==> config.mk <==
export PLATFORM = sky130hd
export DESIGN_NAME = id_link_decoder_flat
export DESIGN_NICKNAME = d
export VERILOG_FILES = /design/src/hdl/idl_pkg.sv /design/src/hdl/idl_in_if.sv /design/src/hdl/idl_out_if.sv /design/src/hdl/id_link_decoder.sv /design/src/flat_wrapper.sv
export SDC_FILE = /design/constraint.sdc
export NUM_CORES = 1
export LEC_CHECK = 0
export BUFFER_PORTS_ARGS = -buffer_cell sky130_fd_sc_hd__buf_4
export CORE_AREA = 8 8 178 180
export DETAILED_ROUTE_END_ITERATION = 12
export DIE_AREA = 0 0 186 188
export PLACE_DENSITY_LB_ADDON = 0.2
export SKIP_LAST_GASP = 1
export SYNTH_ARGS = -nofsm -noshare
export SYNTH_HDL_FRONTEND = slang
export SYNTH_SLANG_ARGS = --single-unit
==> constraint.sdc <==
create_clock -name i_clk -period 10.1 [get_ports i_clk]
set_clock_uncertainty 0.2 [all_clocks]
set_input_delay 1.515 -clock i_clk [delete_from_list [all_inputs] [get_ports i_clk]]
set_output_delay 1.515 -clock i_clk [all_outputs]
set_load 0.02 [all_outputs]
==> src/hdl/idl_pkg.sv <==
// ----------------------------------------------------------------------------
// idl_pkg
// Shared widths, constants and character helpers for the id link decoder.
// ----------------------------------------------------------------------------
package idl_pkg;

    localparam int CH_W           = 8;
    localparam int ID_W           = 64;
    localparam int CFG_DATA_W     = 64;
    localparam int CFG_IDX_W      = 2;
    localparam int POS_W          = 5;
    localparam int PATH_MAX_CHARS = 16;
    localparam int ID_CHARS       = 11;

    // Configuration register indexes
    localparam logic [CFG_IDX_W-1:0] CFG_PATH_LOW  = 2'd0;
    localparam logic [CFG_IDX_W-1:0] CFG_PATH_HIGH = 2'd1;
    localparam logic [CFG_IDX_W-1:0] CFG_PATH_LEN  = 2'd2;

    localparam logic [CH_W-1:0] CH_LOWER_S = 8'h73;
    localparam logic [6:0]      CV_BAD     = 7'd64;

    typedef enum logic [5:0] {
        PH_IDLE   = 6'b000001,
        PH_SCHEME = 6'b000010,
        PH_OPT_S  = 6'b000100,
        PH_PATH   = 6'b001000,
        PH_ID     = 6'b010000,
        PH_TERM   = 6'b100000
    } t_phase;

    function automatic logic [CH_W-1:0] lower_ascii(input logic [CH_W-1:0] c);
        if (c >= 8'h41 && c <= 8'h5A) begin
            return c + 8'd32;
        end
        return c;
    endfunction

    // "http", lower case
    function automatic logic [CH_W-1:0] scheme_char(input logic [1:0] pos);
        logic [CH_W-1:0] c;
        unique case (pos)
            2'd0:    c = 8'h68;
            2'd3:    c = 8'h70;
            default: c = 8'h74;
        endcase
        return c;
    endfunction

    // Base64url digit value, CV_BAD when the byte is not a digit
    function automatic logic [6:0] digit_code(input logic [CH_W-1:0] c);
        logic [6:0] v;
        priority if (c >= 8'h41 && c <= 8'h5A) begin
            v = 7'(c - 8'h41);
        end else if (c >= 8'h61 && c <= 8'h7A) begin
            v = 7'(c - 8'h61 + 8'd26);
        end else if (c >= 8'h30 && c <= 8'h39) begin
            v = 7'(c - 8'h30 + 8'd52);
        end else if (c == 8'h2D) begin
            v = 7'd62;
        end else if (c == 8'h5F) begin
            v = 7'd63;
        end else begin
            v = CV_BAD;
        end
        return v;
    endfunction

endpackage

==> src/hdl/idl_in_if.sv <==
// ----------------------------------------------------------------------------
// idl_in_if
// Character channel: one link byte and its first flag per transaction.
// ----------------------------------------------------------------------------
interface idl_in_if
    import idl_pkg::*;
();
    logic            valid;
    logic            ready;
    logic [CH_W-1:0] ch;
    logic            first;

    modport source (output valid, ch, first, input ready);
    modport sink   (input valid, ch, first, output ready);
endinterface

==> src/hdl/idl_out_if.sv <==
// ----------------------------------------------------------------------------
// idl_out_if
// Result channel: pass/fail flag and decoded id per transaction.
// ----------------------------------------------------------------------------
interface idl_out_if
    import idl_pkg::*;
();
    logic            valid;
    logic            ready;
    logic            ok;
    logic [ID_W-1:0] id_value;

    modport source (output valid, ok, id_value, input ready);
    modport sink   (input valid, ok, id_value, output ready);
endinterface

==> src/hdl/id_link_decoder.sv <==
// ----------------------------------------------------------------------------
// id_link_decoder
// Streams link bytes, matches scheme and path, decodes a base64url 64-bit id.
// ----------------------------------------------------------------------------
// The decoder takes one character per clock and never stalls on its own:
// a character is registered in the character stage on acceptance, evaluated
// against the link state from that stage whenever the output register can
// advance, and any result is registered in the output register, which then
// offers it. Input ready drops only while a result waits in the output
// register and the character stage behind it is full. Each link gives at
// most one result (ok with the id, or a reject); bytes after it are dropped
// until the next character flagged first. Configuration must be written
// through i_cfg_we / i_cfg_index / i_cfg_data only while no link is in
// flight; the block itself does not enforce this.
// ----------------------------------------------------------------------------
module id_link_decoder
    import idl_pkg::*;
(
    input  logic                  i_clk,
    input  logic                  i_rst_n,
    input  logic                  i_cfg_we,
    input  logic [CFG_IDX_W-1:0]  i_cfg_index,
    input  logic [CFG_DATA_W-1:0] i_cfg_data,
    idl_in_if.sink                i_in,
    idl_out_if.source             o_out
);

    // Configuration
    logic [63:0]      r_path_low;
    logic [63:0]      r_path_high;
    logic [POS_W-1:0] r_path_len;

    // Character stage
    logic             r_in_valid;
    logic [CH_W-1:0]  r_ch;
    logic             r_first;

    // Link state
    t_phase           r_phase, n_phase;
    logic [POS_W-1:0] r_position, n_position;
    logic [ID_W-1:0]  r_acc, n_acc;

    // Result register
    logic             r_out_valid;
    logic             r_ok;
    logic [ID_W-1:0]  r_id;

    logic             w_advance;
    logic             w_emit;
    logic             w_emit_ok;
    logic [POS_W-1:0] w_len_eff;
    logic [127:0]     w_path_all;

    assign w_advance  = !r_out_valid || o_out.ready;
    assign i_in.ready = !r_in_valid || w_advance;

    assign w_len_eff  = (r_path_len > POS_W'(PATH_MAX_CHARS)) ?
                        POS_W'(PATH_MAX_CHARS) : r_path_len;
    assign w_path_all = {r_path_high, r_path_low};

    always_comb begin
        t_phase           v_phase;
        logic [POS_W-1:0] v_pos;
        logic [ID_W-1:0]  v_acc;
        logic [CH_W-1:0]  lc;
        logic [CH_W-1:0]  pb;
        logic [6:0]       cv;
        logic             fall;
        logic             fail;

        v_phase   = r_first ? PH_SCHEME : r_phase;
        v_pos     = r_first ? '0 : r_position;
        v_acc     = r_first ? '0 : r_acc;
        lc        = lower_ascii(r_ch);
        cv        = digit_code(r_ch);
        fall      = 1'b0;
        fail      = 1'b0;
        w_emit    = 1'b0;
        w_emit_ok = 1'b0;
        n_phase   = v_phase;
        n_position = v_pos;
        n_acc     = v_acc;

        unique case (v_phase)
            PH_SCHEME: begin
                if (lc != scheme_char(v_pos[1:0])) begin
                    fail = 1'b1;
                end else if (v_pos[1:0] == 2'd3) begin
                    n_phase    = PH_OPT_S;
                    n_position = '0;
                end else begin
                    n_position = v_pos + 1'b1;
                end
            end
            PH_OPT_S: begin
                n_phase    = (w_len_eff == '0) ? PH_ID : PH_PATH;
                n_position = '0;
                // Not an 's': this byte already belongs to the path or the id
                fall       = (lc != CH_LOWER_S);
            end
            PH_PATH, PH_ID: begin
                fall = 1'b1;
            end
            PH_TERM: begin
                w_emit    = 1'b1;
                w_emit_ok = (r_ch == '0);
            end
            default: begin
            end
        endcase

        pb = lower_ascii(w_path_all[{n_position[3:0], 3'b000} +: 8]);

        if (fall) begin
            if (n_phase == PH_PATH) begin
                if (r_ch == '0 || lc != pb) begin
                    fail = 1'b1;
                end else if ((n_position + 1'b1) >= w_len_eff) begin
                    n_phase    = PH_ID;
                    n_position = '0;
                end else begin
                    n_position = n_position + 1'b1;
                end
            end else begin
                if (cv == CV_BAD) begin
                    fail = 1'b1;
                end else if (n_position < POS_W'(ID_CHARS - 1)) begin
                    n_acc      = {n_acc[ID_W-7:0], cv[5:0]};
                    n_position = n_position + 1'b1;
                end else if (cv[5:4] != 2'b00) begin
                    fail = 1'b1;
                end else begin
                    n_acc      = {n_acc[ID_W-5:0], cv[3:0]};
                    n_position = '0;
                    n_phase    = PH_TERM;
                end
            end
        end

        if (fail) begin
            w_emit    = 1'b1;
            w_emit_ok = 1'b0;
        end
        // Drop the link once its outcome is out
        if (w_emit) begin
            n_phase    = PH_IDLE;
            n_position = '0;
            n_acc      = '0;
        end
    end

    always_ff @(posedge i_clk) begin
        if (!i_rst_n) begin
            r_path_low  <= '0;
            r_path_high <= '0;
            r_path_len  <= '0;
        end else if (i_cfg_we) begin
            unique case (i_cfg_index)
                CFG_PATH_LOW:  r_path_low  <= i_cfg_data;
                CFG_PATH_HIGH: r_path_high <= i_cfg_data;
                CFG_PATH_LEN:  r_path_len  <= i_cfg_data[POS_W-1:0];
                default: begin
                end
            endcase
        end
    end

    always_ff @(posedge i_clk) begin
        if (i_in.valid && i_in.ready) begin
            r_ch    <= i_in.ch;
            r_first <= i_in.first;
        end
    end

    always_ff @(posedge i_clk) begin
        if (!i_rst_n) begin
            r_in_valid  <= 1'b0;
            r_phase     <= PH_IDLE;
            r_position  <= '0;
            r_acc       <= '0;
            r_out_valid <= 1'b0;
        end else begin
            if (i_in.ready) begin
                r_in_valid <= i_in.valid;
            end
            if (r_in_valid && w_advance) begin
                r_phase    <= n_phase;
                r_position <= n_position;
                r_acc      <= n_acc;
            end
            if (w_advance) begin
                r_out_valid <= r_in_valid && w_emit;
            end
        end
    end

    always_ff @(posedge i_clk) begin
        if (r_in_valid && w_advance && w_emit) begin
            r_ok <= w_emit_ok;
            r_id <= w_emit_ok ? r_acc : '0;
        end
    end

    assign o_out.valid    = r_out_valid;
    assign o_out.ok       = r_ok;
    assign o_out.id_value = r_id;

    a_reject_zero_id: assert property (@(posedge i_clk) disable iff (!i_rst_n)
        r_out_valid && !r_ok |-> r_id == '0)
        else $error("rejected link carries a nonzero id");

    a_idle_after_result: assert property (@(posedge i_clk) disable iff (!i_rst_n)
        r_in_valid && w_advance && w_emit |=> r_phase == PH_IDLE && r_acc == '0)
        else $error("link state not cleared after its result");

    a_scheme_pos: assert property (@(posedge i_clk) disable iff (!i_rst_n)
        r_phase == PH_SCHEME |-> r_position < POS_W'(4))
        else $error("scheme position out of range");

    a_id_pos: assert property (@(posedge i_clk) disable iff (!i_rst_n)
        r_phase == PH_ID |-> r_position < POS_W'(ID_CHARS))
        else $error("id position out of range");

    a_path_pos: assert property (@(posedge i_clk) disable iff (!i_rst_n)
        r_phase == PH_PATH |-> r_position < w_len_eff)
        else $error("path position beyond configured length");

endmodule
==> src/flat_wrapper.sv <==
// flat-port wrapper written by rule: the top's interface ports become plain ports
module id_link_decoder_flat import idl_pkg::*;
  (i_clk, i_rst_n, i_cfg_we, i_cfg_index, i_cfg_data, i_in_valid, i_in_ch, i_in_first, i_in_ready, o_out_valid, o_out_ok, o_out_id_value, o_out_ready);
  idl_in_if i_in_i ();
  idl_out_if o_out_i ();
  input  logic i_clk;
  input  logic i_rst_n;
  input  logic i_cfg_we;
  input  logic [CFG_IDX_W-1:0] i_cfg_index;
  input  logic [CFG_DATA_W-1:0] i_cfg_data;
  input wire logic [$bits(i_in_i.valid)-1:0] i_in_valid;
  input wire logic [$bits(i_in_i.ch)-1:0] i_in_ch;
  input wire logic [$bits(i_in_i.first)-1:0] i_in_first;
  output wire logic [$bits(i_in_i.ready)-1:0] i_in_ready;
  output wire logic [$bits(o_out_i.valid)-1:0] o_out_valid;
  output wire logic [$bits(o_out_i.ok)-1:0] o_out_ok;
  output wire logic [$bits(o_out_i.id_value)-1:0] o_out_id_value;
  input wire logic [$bits(o_out_i.ready)-1:0] o_out_ready;
  assign i_in_i.valid = i_in_valid;
  assign i_in_i.ch = i_in_ch;
  assign i_in_i.first = i_in_first;
  assign i_in_ready = i_in_i.ready;
  assign o_out_valid = o_out_i.valid;
  assign o_out_ok = o_out_i.ok;
  assign o_out_id_value = o_out_i.id_value;
  assign o_out_i.ready = o_out_ready;
  id_link_decoder u_core (.i_clk(i_clk), .i_rst_n(i_rst_n), .i_cfg_we(i_cfg_we), .i_cfg_index(i_cfg_index), .i_cfg_data(i_cfg_data), .i_in(i_in_i), .o_out(o_out_i));
endmodule
# Word level (Yosys, flattened, before mapping)
# Cells that the tools add are included.
[op_classes]
addsub = 9
order_cmp = 11
eq_ne = 15
shift = 1
n_mux = 59
n_reduce_logical = 22
[op_table]
columns = ["cell", "count"]
rows = [
  ["$mux W64", 7],
  ["$shiftx A128 B8 Y8", 1],
  ["$mux W6", 11],
  ["$mux W5", 13],
  ["$mux W8", 5],
  ["$mux W7", 5],
  ["$ge A8 B7 Y1 const B", 3],
  ["$le A8 B7 Y1 const B", 3],
  ["$pmux W5 S2", 2],
  ["$add A8 B6 Y8 const B", 2],
  ["$ne A8 B8 Y1", 2],
  ["$mux W1", 14],
  ["$sub A7 B7 Y7 const B", 2],
  ["$eq A6 B4 Y1 const B", 2],
  ["$pmux W6 S2", 1],
  ["$add A5 B1 Y5 const B", 2],
  ["$eq A8 B6 Y1 const B", 1],
  ["$eq A8 B7 Y1 const B", 1],
  ["$ge A8 B6 Y1 const B", 1],
  ["$le A8 B6 Y1 const B", 1],
  ["$logic_and A1 B1 Y1", 8],
  ["$logic_not A8 Y1", 1],
  ["$ne A8 B7 Y1 const B", 1],
  ["$add A7 B5 Y7 const B", 1],
  ["20 further kinds", 27],
]
[word_totals]
register_bits = 284
in_bits = 80
output_inout_bits = 67
elab_cells = 129

# Logic depth before layout (Yosys ltp)
# Gate-level depths: netlist of the first run.
[logic_depth]
word_depth = 19
ltp_mapped = 27
ltp_nobuf = 21

# Worst setup path before layout of the first run
# No wires, ideal clock.
[synth_path]
path_type = "reg2reg"
start = "reg u_core.r_first"
end = "reg u_core.r_id[0] (netlist: u_core.o_out.id_value[0]) (enable)"
setup_time_ns = 0.490
t_arrival_ns = 7.083
required_ns = 9.410
setup_slack_ns = 2.327
stages_incl_launch_ff = 22
n_path_buf = 3
period_less_slack_ns = 7.773
cell_sequence = "edfxtp_1 > inv_1 > nand2_1 > buf_2 > clkbuf_1 > ha_1 > xnor2_1 > o211a_1 > o311ai_1 > o211ai_2 > and2_4 > inv_2 > buf_6 > mux2i_1 > a2111oi_1 > nand4_1 > a221o_1 > a211oi_2 > mux2_4 > o211ai_4 > o21ai_2 > nor2_1"
[synth_between]
elab_chain_len = 19
word_cells_on_any_way = 44
classes_between = "add/sub: 2; order compare: 3; eq/ne: 9; shift: 1; mux: 24; reduce/logical: 5"
[synth_lines]
columns = ["item", "line_no", "source"]
rows = [
  ["start: declaration", "id_link_decoder.sv:36", "logic r_first;"],
  ["start signal: assignment", "id_link_decoder.sv:171", "r_first <= i_in.first;"],
  ["$mux W5", "id_link_decoder.sv:72", "v_pos = r_first ? '0 : r_position;"],
  ["$eq A2 B2 Y1 or $logic_not A2 Y1 (tied branches)", "idl_pkg.sv:42, id_link_decoder.sv:88", ""],
  ["$pmux W5 S2", "idl_pkg.sv:42", "unique case (pos)"],
  ["$mux W8", "id_link_decoder.sv:84", "unique case (v_phase)"],
  ["$ne A8 B8 Y1", "id_link_decoder.sv:86", "if (lc != scheme_char(v_pos[1:0])) begin"],
  ["$mux W5", "id_link_decoder.sv:86", ""],
  ["$pmux W5 S2", "id_link_decoder.sv:84", ""],
  ["$shiftx A128 B8 Y8", "id_link_decoder.sv:112", "pb = lower_ascii(w_path_all[{n_position[3:0], 3'b000} +: 8]);"],
  ["[... 3 more ...]", "-", ""],
  ["$mux W8", "idl_pkg.sv:36", "return c;"],
  ["$ne A8 B8 Y1", "id_link_decoder.sv:116", "if (r_ch == '0 || lc != pb) begin"],
  ["$logic_or A1 B1 Y1", "id_link_decoder.sv:116", ""],
  ["$mux W1", "id_link_decoder.sv:116", ""],
  ["$mux W1", "id_link_decoder.sv:115", "if (n_phase == PH_PATH) begin"],
  ["$mux W1", "id_link_decoder.sv:114", "if (fall) begin"],
  ["$mux W1 (*)", "id_link_decoder.sv:140", "if (fail) begin"],
  ["$logic_and A1 B1 Y1 (*)", "id_link_decoder.sv:198", "if (r_in_valid && w_advance && w_emit) begin"],
  ["end signal: assignment", "id_link_decoder.sv:200", "r_id <= w_emit_ok ? r_acc : '0;"],
  ["end: declaration", "id_link_decoder.sv:46", "logic [ID_W-1:0] r_id;"],
]
# Every way passes the cells marked *; elsewhere a longest branch is shown, timed or not. The select of a mux whose other input is x is not followed.
# A chain may end at the register's enable or synchronous reset.

# Final worst setup path of the first run
[layout_path]
start = "reg u_core.r_first"
end = "reg u_core.r_id[54] (netlist: u_core.o_out.id_value[54]) (enable)"
# Same word-level chain as after synthesis.

==> results.md, run 1 <==
Run status
- run status: finished, final reports clean

Cells and area
- fraction of layout instances using a drive strength above 1: 13.5%
- final antenna diode count: 0
- number of filler cells placed in the layout: 2697
- final-stage net count: 1868
- Synth-to-Final Area Change: 15.3%
- Non-Filler Instances: 2180
- final standard cell area without fillers: 0.0164 mm^2
- final design utilization: 56.6%

Timing
- final number of setup-violating endpoints: 0
- Rel. slew slack: 15.2%
- RSZ-0062 raised after global routing: no
- Fin. Hold Viols: 0
- hold slack: 0.267 ns
- setup TNS: 0 ns
- number of slew-limit violations in the final report: 0
- crit share post-route: 78.5%
- final critical delay including setup and external delays: 7.93 ns
- Tightest Pin Transition: 1.27 ns
- smallest setup slack after layout: 2.17 ns
- timing-limited maximum frequency: 0.126 GHz

Global routing
- Congestion Overflow GR: 0
- number of antenna violations at the first check in global routing: 0
- maximum number of pins on one net before global-route repair: 90
- via count of the first global-routing pass: 11657
- GRT Resource Usage Total: 22.8%
- global-route wire length before repair: 64900 um

Logic synthesis
- most instantiated cells after synthesis: 452 x nand2_1, 210 x dfxtp_1, 139 x a21oi_1
- simple logic cell fraction of the synthesized area: 23.0%
- share of async-settable or async-resettable flops after synthesis: 0%
- area of the mapped netlist: 0.0142 mm^2
- synthesized instance count: 1698
- leading post-synthesis cells by cell area: dfxtp_1 30%, edfxtp_1 16%, nand2_1 12%, a21boi_0 7.0%, a21oi_1 4.9%
- top-count cell post-synth: nand2_1
- cell accounting for the most synthesized area: dfxtp_1
- mux contribution to synthesized area: 3.24%
- sequential share of the synthesized area: 45.1%
- post-synthesis share of cell area spent on xor and xnor gates: 0.984%
- Main synth FF type: dfxtp_1
- post-synthesis net count: 1799
- post-synthesis cell type count: 87
- share of synthesized cell area in full adder, half adder and majority cells: 1.85%
- FF+latch count, synth: 284
- average size of a mapped cell: 8.38 um^2
- Synth Area in Compound Gates: 21.4%
- count of warnings emitted by yosys: 0
- share of the synthesized area in the top cell type: 29.5%
- combinational family with the most area after synthesis: simple AND/OR/NAND/NOR gates
- count of flip-flops with a built-in enable after synthesis: 74

Critical path
- chain of cells forming the critical path: inv_1, nand2_1, ha_1, xnor2_1, o211a_1, o311a_2, nand3_1, and2_4, inv_2, a2111oi_0, a2111oi_1, nand4_1, a221o_1, a211oi_2, a21oi_1, o211ai_4, o21ai_2, nor2_4, buf_4
- CP arrival: 7.92 ns
- Largest stage delay, worst path: 0.66 ns
- top cell family by delay on the critical path: compound AO/OA/AOI/OAI gates
- crit path launch type: flip-flop
- crit-path max FO: 52
- Worst Setup Path Type: flip-flop to flip-flop
- crit path max-delay cell type: edfxtp_1
- kind of end point of the critical path: flip-flop
- worst reg2reg path depth: 19
- number of buffers and inverters on the critical path: 3
- logic depth of the worst path, buffers included: 19
- data required time of the worst path: 10.09 ns

Power
- power consumption: 2.46 mW
- total power divided by cell area: 150 mW/mm^2
- Peak supply drop: 0.000124 V
- static leakage: 6.02 nW

Die
- io pins: 147
- overall die area: 0.0350 mm^2
- die outline width: 186 um
- Starting Density: 49.1%
- vertical extent of the die: 188 um
- standard-cell rows: 63
- Core ar.: 0.0290 mm^2

CTS
- number of buffers inserted for hold repair after clock tree synthesis: 0
- sink count of the clock tree: 284
- Post-CTS Resized: 0
- Post-CTS Repair Setup Buffers: 0
- level count of the clock H-tree: 1
- Clock Tree Buf Depth: 3
- Reg clk slew, reported paths: 0.06 ns
- CTS tree: yes
- clk root buf: clkbuf_16
- insertion delay of the later-clocked pin in the worst-skew pair: 0.57 ns
- number of clock buffers inserted by TritonCTS: 29

Placement
- worst setup slack after placement: 2.29 ns
- total instance count after detailed placement: 2126
- hpwl dp: 27900 um
- placed cell area: 0.0155 mm^2
- routability cong.: 0.930
- number of buffers added on ports: 146

Drt
- initial drt markers: 1057
- DRC violations left: 0
- Total Routed Length: 40600 um
- DR vias/cell: 5.67
- average wire length per cell after detail routing: 18.6 um
- total number of vias: 12364
- count of TritonRoute iterations in the first routing pass: 5
- antenna violation net count after detailed routing: 0

Job
- max-capacitance violation count: 0

Worst hold path
- class of the tightest hold or removal check: flip-flop to flip-flop
- Worst Hold Depth: 2

[final cells by class]
cell class                 instances  area, um^2  area share, %
multi-input combinational       1270        7250           44.2
sequential                       284        6430           39.1
timing repair buffer             159        1190           7.27
clock buffer                      34         776           4.72
tap                              390         488           2.97
clock inverter                    20         188           1.14
inverter                          23        93.8          0.572
[where the power goes]
part	switching, mW	internal, mW
sequential	0.0233	1.19
combinational	0.104	0.0688
clock	0.451	0.627
[cell usage in the layout (no fill, tap or decap), drive strengths merged, types with 6 or more instances in the layout]
cell type / Yosys / routed
or3: 7 / 7
a21boi: 133 / 133
a22oi: 10 / 10
and2: 68 / 68
buf: 26 / 159
mux2i: 42 / 42
dfxtp: 210 / 210
edfxtp: 74 / 74
nor3: 9 / 9
a21o: 6 / 6
nand2b: 12 / 12
nor2: 95 / 95
a21oi: 139 / 139
inv: 22 / 25
o22ai: 7 / 7
and3: 20 / 20
a31oi: 10 / 10
nand3: 35 / 35
a211oi: 16 / 16
a221oi: 8 / 8
nor2b: 15 / 15
o21ai: 38 / 38
nand4: 7 / 7
clkbuf: 95 / 34
ha: 21 / 21
xnor2: 12 / 12
clkinv: 1 / 14
nand2: 452 / 452
o2bb2ai: 15 / 15
a2111oi: 8 / 8
[flip-flops by register name, summed over array words and instances (netlist names)]
signal,flops
u_core.o_out.id_value,64
u_core.o_out.ok,1
u_core.o_out.valid,1
u_core.r_acc,64
u_core.r_ch,8
u_core.r_first,1
u_core.r_in_valid,1
u_core.r_path_high,64
u_core.r_path_len,5
u_core.r_path_low,64
u_core.r_phase,6
u_core.r_position,5
[final timing paths]
| check | from | end | slack, ns |
|---|---|---|---|
| max reg2reg | u_core.r_first | u_core.o_out.id_value[54] | 2.17 |
| min | u_core.r_path_low[50] | u_core.r_path_low[50] | 0.27 |
| min reg2reg | u_core.r_path_low[50] | u_core.r_path_low[50] | 0.27 |
| max | u_core.r_first | u_core.o_out.id_value[54] | 2.17 |
[logic make-up (layout without fill, tap and decap cells)]
family,count (synthesis),in the layout
compound gates,444,444
buf+inv,144,236
flops,284,284
mux,45,45
xor+xnor,16,16
fa+ha+maj,21,21
simple gates,744,744
[per-layer routing]
metal,GRT usage [%],wire length [um],part of all wire [%],up-vias
met5,0,0,0,-
met2,38.1,19600,48,437
met3,2.79,2240,5.5,81
met1,29.7,17500,43,5814
met4,7.88,1340,3.3,0
li1,-,-,-,6032
[worst register-to-register path: stages (launching register included)]
cell       delay, ns
edfxtp_1        0.66
inv_1           0.28
nand2_1         0.60
ha_1            0.42
xnor2_1         0.17
o211a_1         0.25
o311a_2         0.22
nand3_1         0.43
and2_4          0.42
inv_2           0.40
a2111oi_0       0.23
a2111oi_1       0.59
nand4_1         0.15
a221o_1         0.33
a211oi_2        0.31
a21oi_1         0.16
o211ai_4        0.38
o21ai_2         0.26
nor2_4          0.45
buf_4           0.60
No activity file was read; power rests on OpenSTA's default activity.
==> inputs of run 2 (changes only) <==
--- a/config.mk
+++ b/config.mk
@@ -5,10 +5,11 @@
 export SDC_FILE = /design/constraint.sdc
 export NUM_CORES = 1
 export LEC_CHECK = 0
+export ABC_AREA = 1
 export BUFFER_PORTS_ARGS = -buffer_cell sky130_fd_sc_hd__buf_4
-export CORE_AREA = 8 8 178 180
+export CORE_AREA = 8 8 185 187
 export DETAILED_ROUTE_END_ITERATION = 12
-export DIE_AREA = 0 0 186 188
+export DIE_AREA = 0 0 193 195
 export PLACE_DENSITY_LB_ADDON = 0.2
 export SKIP_LAST_GASP = 1
 export SYNTH_ARGS = -nofsm -noshare
==> constraint.sdc (replaced) <==
create_clock -name i_clk -period 8.1 [get_ports i_clk]
set_clock_uncertainty 0.2 [all_clocks]
set_input_delay 1.215 -clock i_clk [delete_from_list [all_inputs] [get_ports i_clk]]
set_output_delay 1.215 -clock i_clk [all_outputs]
set_load 0.02 [all_outputs]
==> run 2 against run 1 <==
  * Setup slack lost 0.45 ns
  * Combinational power grew 110%
  * Global-route usage shrank 0.61 points
  * Die area grew 7.6%
  * Synthesized cell count grew 23%
  * Non-clock buffer count grew 7
  * Sequential share of layout area shrank 2.3 points
  * Design area grew 6.2%
  * Count of clock-buffer cells in the layout grew 6
  * Critical endpoint is now u_core.o_out.id_value[24]
  * Largest cell class unchanged
==> results.md, run 2 <==
Die
- overall die area: 0.0376 mm^2, was 0.0350 mm^2
- Core ar.: 0.0312 mm^2, was 0.0290 mm^2
- Starting Density: 49.2%, was 49.1%
- vertical extent of the die: 195 um, was 188 um
- standard-cell rows: 65, was 63
- io pins: 147, unchanged
- die outline width: 193 um, was 186 um

CTS
- number of buffers inserted for hold repair after clock tree synthesis: 0, unchanged
- sink count of the clock tree: 284, unchanged
- Reg clk slew, reported paths: 0.06 ns, about the same
- level count of the clock H-tree: 1, unchanged
- clk root buf: clkbuf_16, unchanged
- CTS tree: yes, unchanged
- insertion delay of the later-clocked pin in the worst-skew pair: 0.56 ns, was 0.57 ns
- number of clock buffers inserted by TritonCTS: 30, was 29
- Post-CTS Resized: 0, unchanged
- Post-CTS Repair Setup Buffers: 0, unchanged
- Clock Tree Buf Depth: 3, unchanged

Critical path
- top cell family by delay on the critical path: simple AND/OR/NAND/NOR gates, was compound AO/OA/AOI/OAI gates
- Worst Setup Path Type: flip-flop to flip-flop, unchanged
- Largest stage delay, worst path: 0.77 ns, was 0.66 ns
- endpoint of the worst register-to-register path: u_core.o_out.id_value[24], was u_core.o_out.id_value[54]
- most frequent cell on the critical path: nand2_1
- CP arrival: 6.44 ns, was 7.92 ns
- critical register-to-register path startpoint: u_core.r_first, unchanged
- crit path max-delay cell type: buf_4, was edfxtp_1
- data required time of the worst path: 8.15 ns, was 10.09 ns
- timing endpoint of the critical path: u_core.o_out.id_value[24], was u_core.o_out.id_value[54]
- setup slack of the worst register-to-register path: 1.71 ns, was 2.17 ns
- Crit. Startpoint: u_core.r_first, unchanged
- worst reg2reg path depth: 27, was 19
- crit path launch type: flip-flop, unchanged
- logic depth of the worst path, buffers included: 27, was 19
- number of buffers and inverters on the critical path: 5, was 3
- crit-path max FO: 105, was 52
- kind of end point of the critical path: flip-flop, unchanged

Logic synthesis
- count of flip-flops with a built-in enable after synthesis: 74, unchanged
- share of synthesized cell area in full adder, half adder and majority cells: 1.71%, was 1.85%
- most instantiated cells after synthesis: 347 x nor2_1, 265 x o21ai_0, 248 x nand2_1, was 452 x nand2_1, 210 x dfxtp_1, 139 x a21oi_1
- area of the mapped netlist: 0.0154 mm^2, was 0.0142 mm^2
- average size of a mapped cell: 7.38 um^2, was 8.38 um^2
- share of the synthesized area in the top cell type: 27.4%, was 29.5%
- Main synth FF type: dfxtp_1, unchanged
- post-synthesis net count: 2185, was 1799
- share of async-settable or async-resettable flops after synthesis: 0%, unchanged
- simple logic cell fraction of the synthesized area: 28.4%, was 23.0%
- combinational family with the most area after synthesis: simple AND/OR/NAND/NOR gates, unchanged
- cell accounting for the most synthesized area: dfxtp_1, unchanged
- Synth Area in Compound Gates: 17.4%, was 21.4%
- mux contribution to synthesized area: 0%, was 3.24%
- post-synthesis share of cell area spent on xor and xnor gates: 0.684%, was 0.984%
- synthesized instance count: 2084, was 1698
- leading post-synthesis cells by cell area: dfxtp_1 27%, edfxtp_1 14%, o21ai_0 8.6%, nor2_1 8.5%, nand2_1 6.1%, was dfxtp_1 30%, edfxtp_1 16%, nand2_1 12%, a21boi_0 7.0%, a21oi_1 4.9%
- sequential share of the synthesized area: 41.8%, was 45.1%
- top-count cell post-synth: nor2_1, was nand2_1
- FF+latch count, synth: 284, unchanged
- count of warnings emitted by yosys: 0, unchanged
- post-synthesis cell type count: 51, was 87

Timing
- final number of setup-violating endpoints: 0, unchanged
- number of slew-limit violations in the final report: 0, unchanged
- timing-limited maximum frequency: 0.157 GHz, was 0.126 GHz
- final critical delay including setup and external delays: 6.39 ns, was 7.93 ns
- setup TNS: 0 ns, unchanged
- RSZ-0062 raised after global routing: no, unchanged
- Fin. Hold Viols: 0, unchanged
- hold slack: 0.254 ns, was 0.267 ns
- crit share post-route: 78.8%, was 78.5%
- Rel. slew slack: 25.8%, was 15.2%
- Tightest Pin Transition: 1.11 ns, was 1.27 ns

Drt
- Total Routed Length: 43100 um, was 40600 um
- Detail Route met2 WL: 20000 um, was 19600 um
- DR vias/cell: 5.72, was 5.67
- met3 wire length: 3080 um, was 2240 um
- M1 WL: 19100 um, was 17500 um
- DRC violations left: 0, unchanged
- antenna violation net count after detailed routing: 0, unchanged
- average wire length per cell after detail routing: 16.9 um, was 18.6 um
- total number of vias: 14619, was 12364
- count of TritonRoute iterations in the first routing pass: 6, was 5
- highest routing layer actually used: met4, unchanged
- initial drt markers: 1595, was 1057

Cells and area
- final-stage net count: 2229, was 1868
- most used cells in the layout excluding fill and tap cells: 347 x nor2_1, 265 x o21ai_0, 244 x nand2_1, 210 x dfxtp_1, 194 x inv_1, was 452 x nand2_1, 210 x dfxtp_1, 159 x buf_4, 137 x a21oi_1, 132 x a21boi_0
- Synth-to-Final Area Change: 13.4%, was 15.3%
- final antenna diode count: 0, unchanged
- commonest non-fill, non-tap cell in the layout: nor2_1, was nand2_1
- fraction of layout instances using a drive strength above 1: 15.0%, was 13.5%

Global routing
- GRT Resource Usage Total: 22.2%, was 22.8%
- number of antenna violations at the first check in global routing: 0, unchanged
- via count of the first global-routing pass: 13834, was 11657
- maximum number of pins on one net before global-route repair: 121, was 90
- global-route wire length before repair: 70600 um, was 64900 um
- Congestion Overflow GR: 0, unchanged

Placement
- hpwl dp: 27900 um, about the same
- routability cong.: 0.926, was 0.930
- number of buffers added on ports: 146, unchanged

Worst hold path
- hold path start: u_core.r_path_low[23], was u_core.r_path_low[50]
- class of the tightest hold or removal check: flip-flop to flip-flop, unchanged

Run status
- run status: finished, final reports clean, unchanged

Job
- max-capacitance violation count: 0, unchanged

Power
- Peak supply drop: 0.000168 V, was 0.000124 V
- total power divided by cell area: 190 mW/mm^2, was 150 mW/mm^2
- static leakage: 6.97 nW, was 6.02 nW

-- run 2: kinds of logic after synthesis --
group	Yosys count
AND/OR/NAND/NOR	906
XOR/XNOR	12
adder cells (fa/ha/maj)	21
buffers and inverters	364
AO/OA/AOI/OAI	497
flip-flops	284
-- run 2: metrics by stage --
stage | util, % | power [mW] | area, um^2 | std cells | worst slack, ns
finish | 55.8 | 3.32 | 17400 | 2554 | 1.71
detailed placement | 52.6 | 1.93 | 16400 | 2498 | 1.89
global route | 55.8 | 3.45 | 17400 | 2554 | 1.23
CTS | 55.8 | 3.34 | 17400 | 2554 | 1.84
floorplan | - | 1.82 | 15400 | 2084 | 2.96
global placement | 52.6 | 1.92 | 16400 | 2498 | 2.03
-- run 2: worst min-delay path by stage --
stage,endpoint,cells after the start
floorplan,u_core.r_path_high[23],2
detailed placement,u_core.r_path_low[23],2
global route,u_core.r_path_high[1],2
CTS,u_core.r_path_low[23],2
global placement,u_core.r_path_high[19],2
finish,u_core.r_path_low[23],2
-- run 2: area by class of cell --
type | count | area, um^2
fill | 2969 | 13800
multi-input combinational | 1436 | 7440
sequential | 284 | 6430
timing repair buffer | 166 | 1260
clock buffer | 40 | 830
inverter | 210 | 798
tap | 402 | 503
clock inverter | 16 | 184
-- run 2: tightest hold or removal path, cell delays in order (launching register included) --
cell and delay (ns):
dfxtp_1 0.29, inv_1 0.06, a21oi_1 0.06
-- run 2: power breakdown --
part / total, mW / leakage [nW] / internal, mW / switching [mW]
Clock: 1.42 / 0.505 / 0.845 / 0.572
Sequential: 1.54 / 2.53 / 1.51 / 0.0325
Combinational: 0.359 / 3.93 / 0.123 / 0.235
-- run 2: metal layers --
metal | up-vias | track usage, %
met5 | - | 0
met4 | 0 | 6.41
met3 | 72 | 3.60
met2 | 554 | 35.7
met1 | 6897 | 30.1
li1 | 7096 | -
==> inputs of run 3 (changes only) <==
==> constraint.sdc (replaced) <==
create_clock -name i_clk -period 6.6 [get_ports i_clk]
set_clock_uncertainty 0.2 [all_clocks]
set_input_delay 0.99 -clock i_clk [delete_from_list [all_inputs] [get_ports i_clk]]
set_output_delay 0.99 -clock i_clk [all_outputs]
set_load 0.02 [all_outputs]
==> run 3 against run 2 <==
  * Hold slack worse by 0.0044 ns
  * Count of clock-buffer cells in the layout up 5
  * Die area did not move
  * Design area up 0.29%
  * Critical path depth down 1
  * Setup slack lost 0.82 ns
  * Total power increased by 22%
  * Clock power increased by 21%
==> results.md, run 3 (same netlist as run 2, synthesis figures left out) <==
Cells and area
- most used cells in the layout excluding fill and tap cells: 347 x nor2_1, 265 x o21ai_0, 244 x nand2_1, 210 x dfxtp_1, 194 x inv_1, unchanged
- final-stage net count: 2234, was 2229
- area of the multi-input gates: 0.00744 mm^2, unchanged
- Non-Filler Instances: 2559, was 2554
- number of filler cells placed in the layout: 3022, was 2969
- final antenna diode count: 0, unchanged
- fraction of layout instances using a drive strength above 1: 15.1%, was 15.0%
- Seq. cell area: 0.00643 mm^2, unchanged
- final standard cell area without fillers: 0.0175 mm^2, was 0.0174 mm^2
- Synth-to-Final Area Change: 13.8%, was 13.4%
- commonest non-fill, non-tap cell in the layout: nor2_1, unchanged

Power
- power consumption: 4.06 mW, was 3.32 mW
- static leakage: 6.99 nW, was 6.97 nW
- Peak supply drop: 0.000176 V, was 0.000168 V
- total power divided by cell area: 232 mW/mm^2, was 190 mW/mm^2

Drt
- DRC violations left: 0, unchanged
- average wire length per cell after detail routing: 17.2 um, was 16.9 um
- Total Routed Length: 44100 um, was 43100 um
- count of TritonRoute iterations in the first routing pass: 6, unchanged
- antenna violation net count after detailed routing: 0, unchanged
- total number of vias: 14577, was 14619
- DR vias/cell: 5.70, was 5.72
- initial drt markers: 1435, was 1595

Placement
- placed cell area: 0.0165 mm^2, was 0.0164 mm^2
- routability cong.: 0.911, was 0.926
- total instance count after detailed placement: 2503, was 2498
- number of buffers added on ports: 146, unchanged
- worst setup slack after placement: 1.01 ns, was 1.89 ns
- hpwl dp: 28600 um, was 27900 um

Timing
- Fin. Hold Viols: 0, unchanged
- smallest setup slack after layout: 0.895 ns, was 1.71 ns
- number of slew-limit violations in the final report: 0, unchanged
- Rel. slew slack: 27.3%, was 25.8%
- Tightest Pin Transition: 1.09 ns, was 1.11 ns
- final number of setup-violating endpoints: 0, unchanged
- crit share post-route: 86.4%, was 78.8%
- timing-limited maximum frequency: 0.175 GHz, was 0.157 GHz
- final critical delay including setup and external delays: 5.71 ns, was 6.39 ns
- setup TNS: 0 ns, unchanged
- RSZ-0062 raised after global routing: no, unchanged

Die
- io pins: 147, unchanged
- Core ar.: 0.0312 mm^2, unchanged
- die outline width: 193 um, unchanged
- Starting Density: 49.2%, unchanged
- standard-cell rows: 65, unchanged
- vertical extent of the die: 195 um, unchanged
- overall die area: 0.0376 mm^2, unchanged

Critical path
- crit path launch type: flip-flop, unchanged
- crit-path max FO: 40, was 105
- kind of end point of the critical path: flip-flop, unchanged
- CP arrival: 5.74 ns, was 6.44 ns
- Worst Setup Path Type: flip-flop to flip-flop, unchanged
- data required time of the worst path: 6.64 ns, was 8.15 ns

Global routing
- maximum number of pins on one net before global-route repair: 119, was 121
- via count of the first global-routing pass: 14044, was 13834
- number of antenna violations at the first check in global routing: 0, unchanged
- Congestion Overflow GR: 0, unchanged
- GRT Resource Usage Total: 22.9%, was 22.2%
- global-route wire length before repair: 72400 um, was 70600 um

CTS
- level count of the clock H-tree: 1, unchanged
- insertion delay of the later-clocked pin in the worst-skew pair: 0.56 ns, about the same
- Post-CTS Resized: 0, unchanged
- clk root buf: clkbuf_16, unchanged
- Post-CTS Repair Setup Buffers: 0, unchanged
- CTS tree: yes, unchanged
- number of clock buffers inserted by TritonCTS: 30, unchanged
- number of buffers inserted for hold repair after clock tree synthesis: 0, unchanged
- Clock Tree Buf Depth: 3, unchanged
- Reg clk slew, reported paths: 0.07 ns, was 0.06 ns
- sink count of the clock tree: 284, unchanged

Run status
- run status: finished, final reports clean, unchanged

Worst hold path
- class of the tightest hold or removal check: flip-flop to flip-flop, unchanged

Job
- max-capacitance violation count: 0, unchanged

-- run 3: cell types whose count changed in the layout (fill, tap and decap cells not counted), moves of 2 or more --
cell / before / now
buf_12: 1 / 3
inv_4: 4 / 2
clkbuf_8: 2 / 5
bufinv_16: 4 / 2
buf_4: 165 / 168
-- run 3: path summary, 6_finish.rpt --
kind	startpoint	end	slack, ns	cells past startpoint
max	u_core.r_first	u_core.o_out.id_value[4]	0.89	26
min	u_core.r_path_high[23]	u_core.r_path_high[23]	0.25	2
max reg2reg	u_core.r_first	u_core.o_out.id_value[4]	0.89	26
min reg2reg	u_core.r_path_high[23]	u_core.r_path_high[23]	0.25	2
-- run 3: area by class of cell --
cell class / count / share of cell area [%]
repair buffers: 171 / 7.56
clock buffers: 45 / 5.14
multi-input cells: 1436 / 42.5
flip-flops and latches: 284 / 36.7
clock inverters: 11 / 0.580
inverters: 210 / 4.56
well taps: 402 / 2.88
-- run 3: per-stage QoR --
step                util (%)  hold WS [ns]
CTS                     56.0         0.251
finish                  56.0         0.250
detailed placement      52.8         0.244
global placement        52.8         0.234
global route            56.0         0.272
floorplan                  -         0.225
-- run 3: metal layers --
layer	global-route usage (%)	wire, um	vias to the layer above	part of all wire (%)
met5	0	0	-	0
met4	5.73	839	0	1.9
li1	-	-	7101	-
met1	30.8	19600	6877	44
met2	37.8	20800	531	47
met3	3.55	2870	68	6.5
-- run 3: worst max-delay path, cell delays in order, from the launching register on --
cell and delay, ns:
edfxtp_1 0.53, inv_2 0.29, nand2_1 0.20, ha_1 0.40
o21a_1 0.17, o2111ai_1 0.23, nor2_8 0.24, nand4_1 0.11
nand2_1 0.13, buf_4 0.41, o21ai_1 0.14, o211ai_1 0.29
nand3_1 0.14, nand2_2 0.14, ha_1 0.24, inv_1 0.05
nand4_1 0.13, nand2_1 0.10, nand2_1 0.06, nand3_2 0.10
nor2_4 0.04, nand2_2 0.08, nand2_2 0.09, nand3_4 0.12
nand2_4 0.08, inv_6 0.31, buf_12 0.29
-- run 3: where the power goes --
group          switching, mW  internal [mW]  leakage (nW)
registers             0.0402           1.86          2.53
clock network          0.707           1.01         0.496
logic                  0.286          0.153          3.96
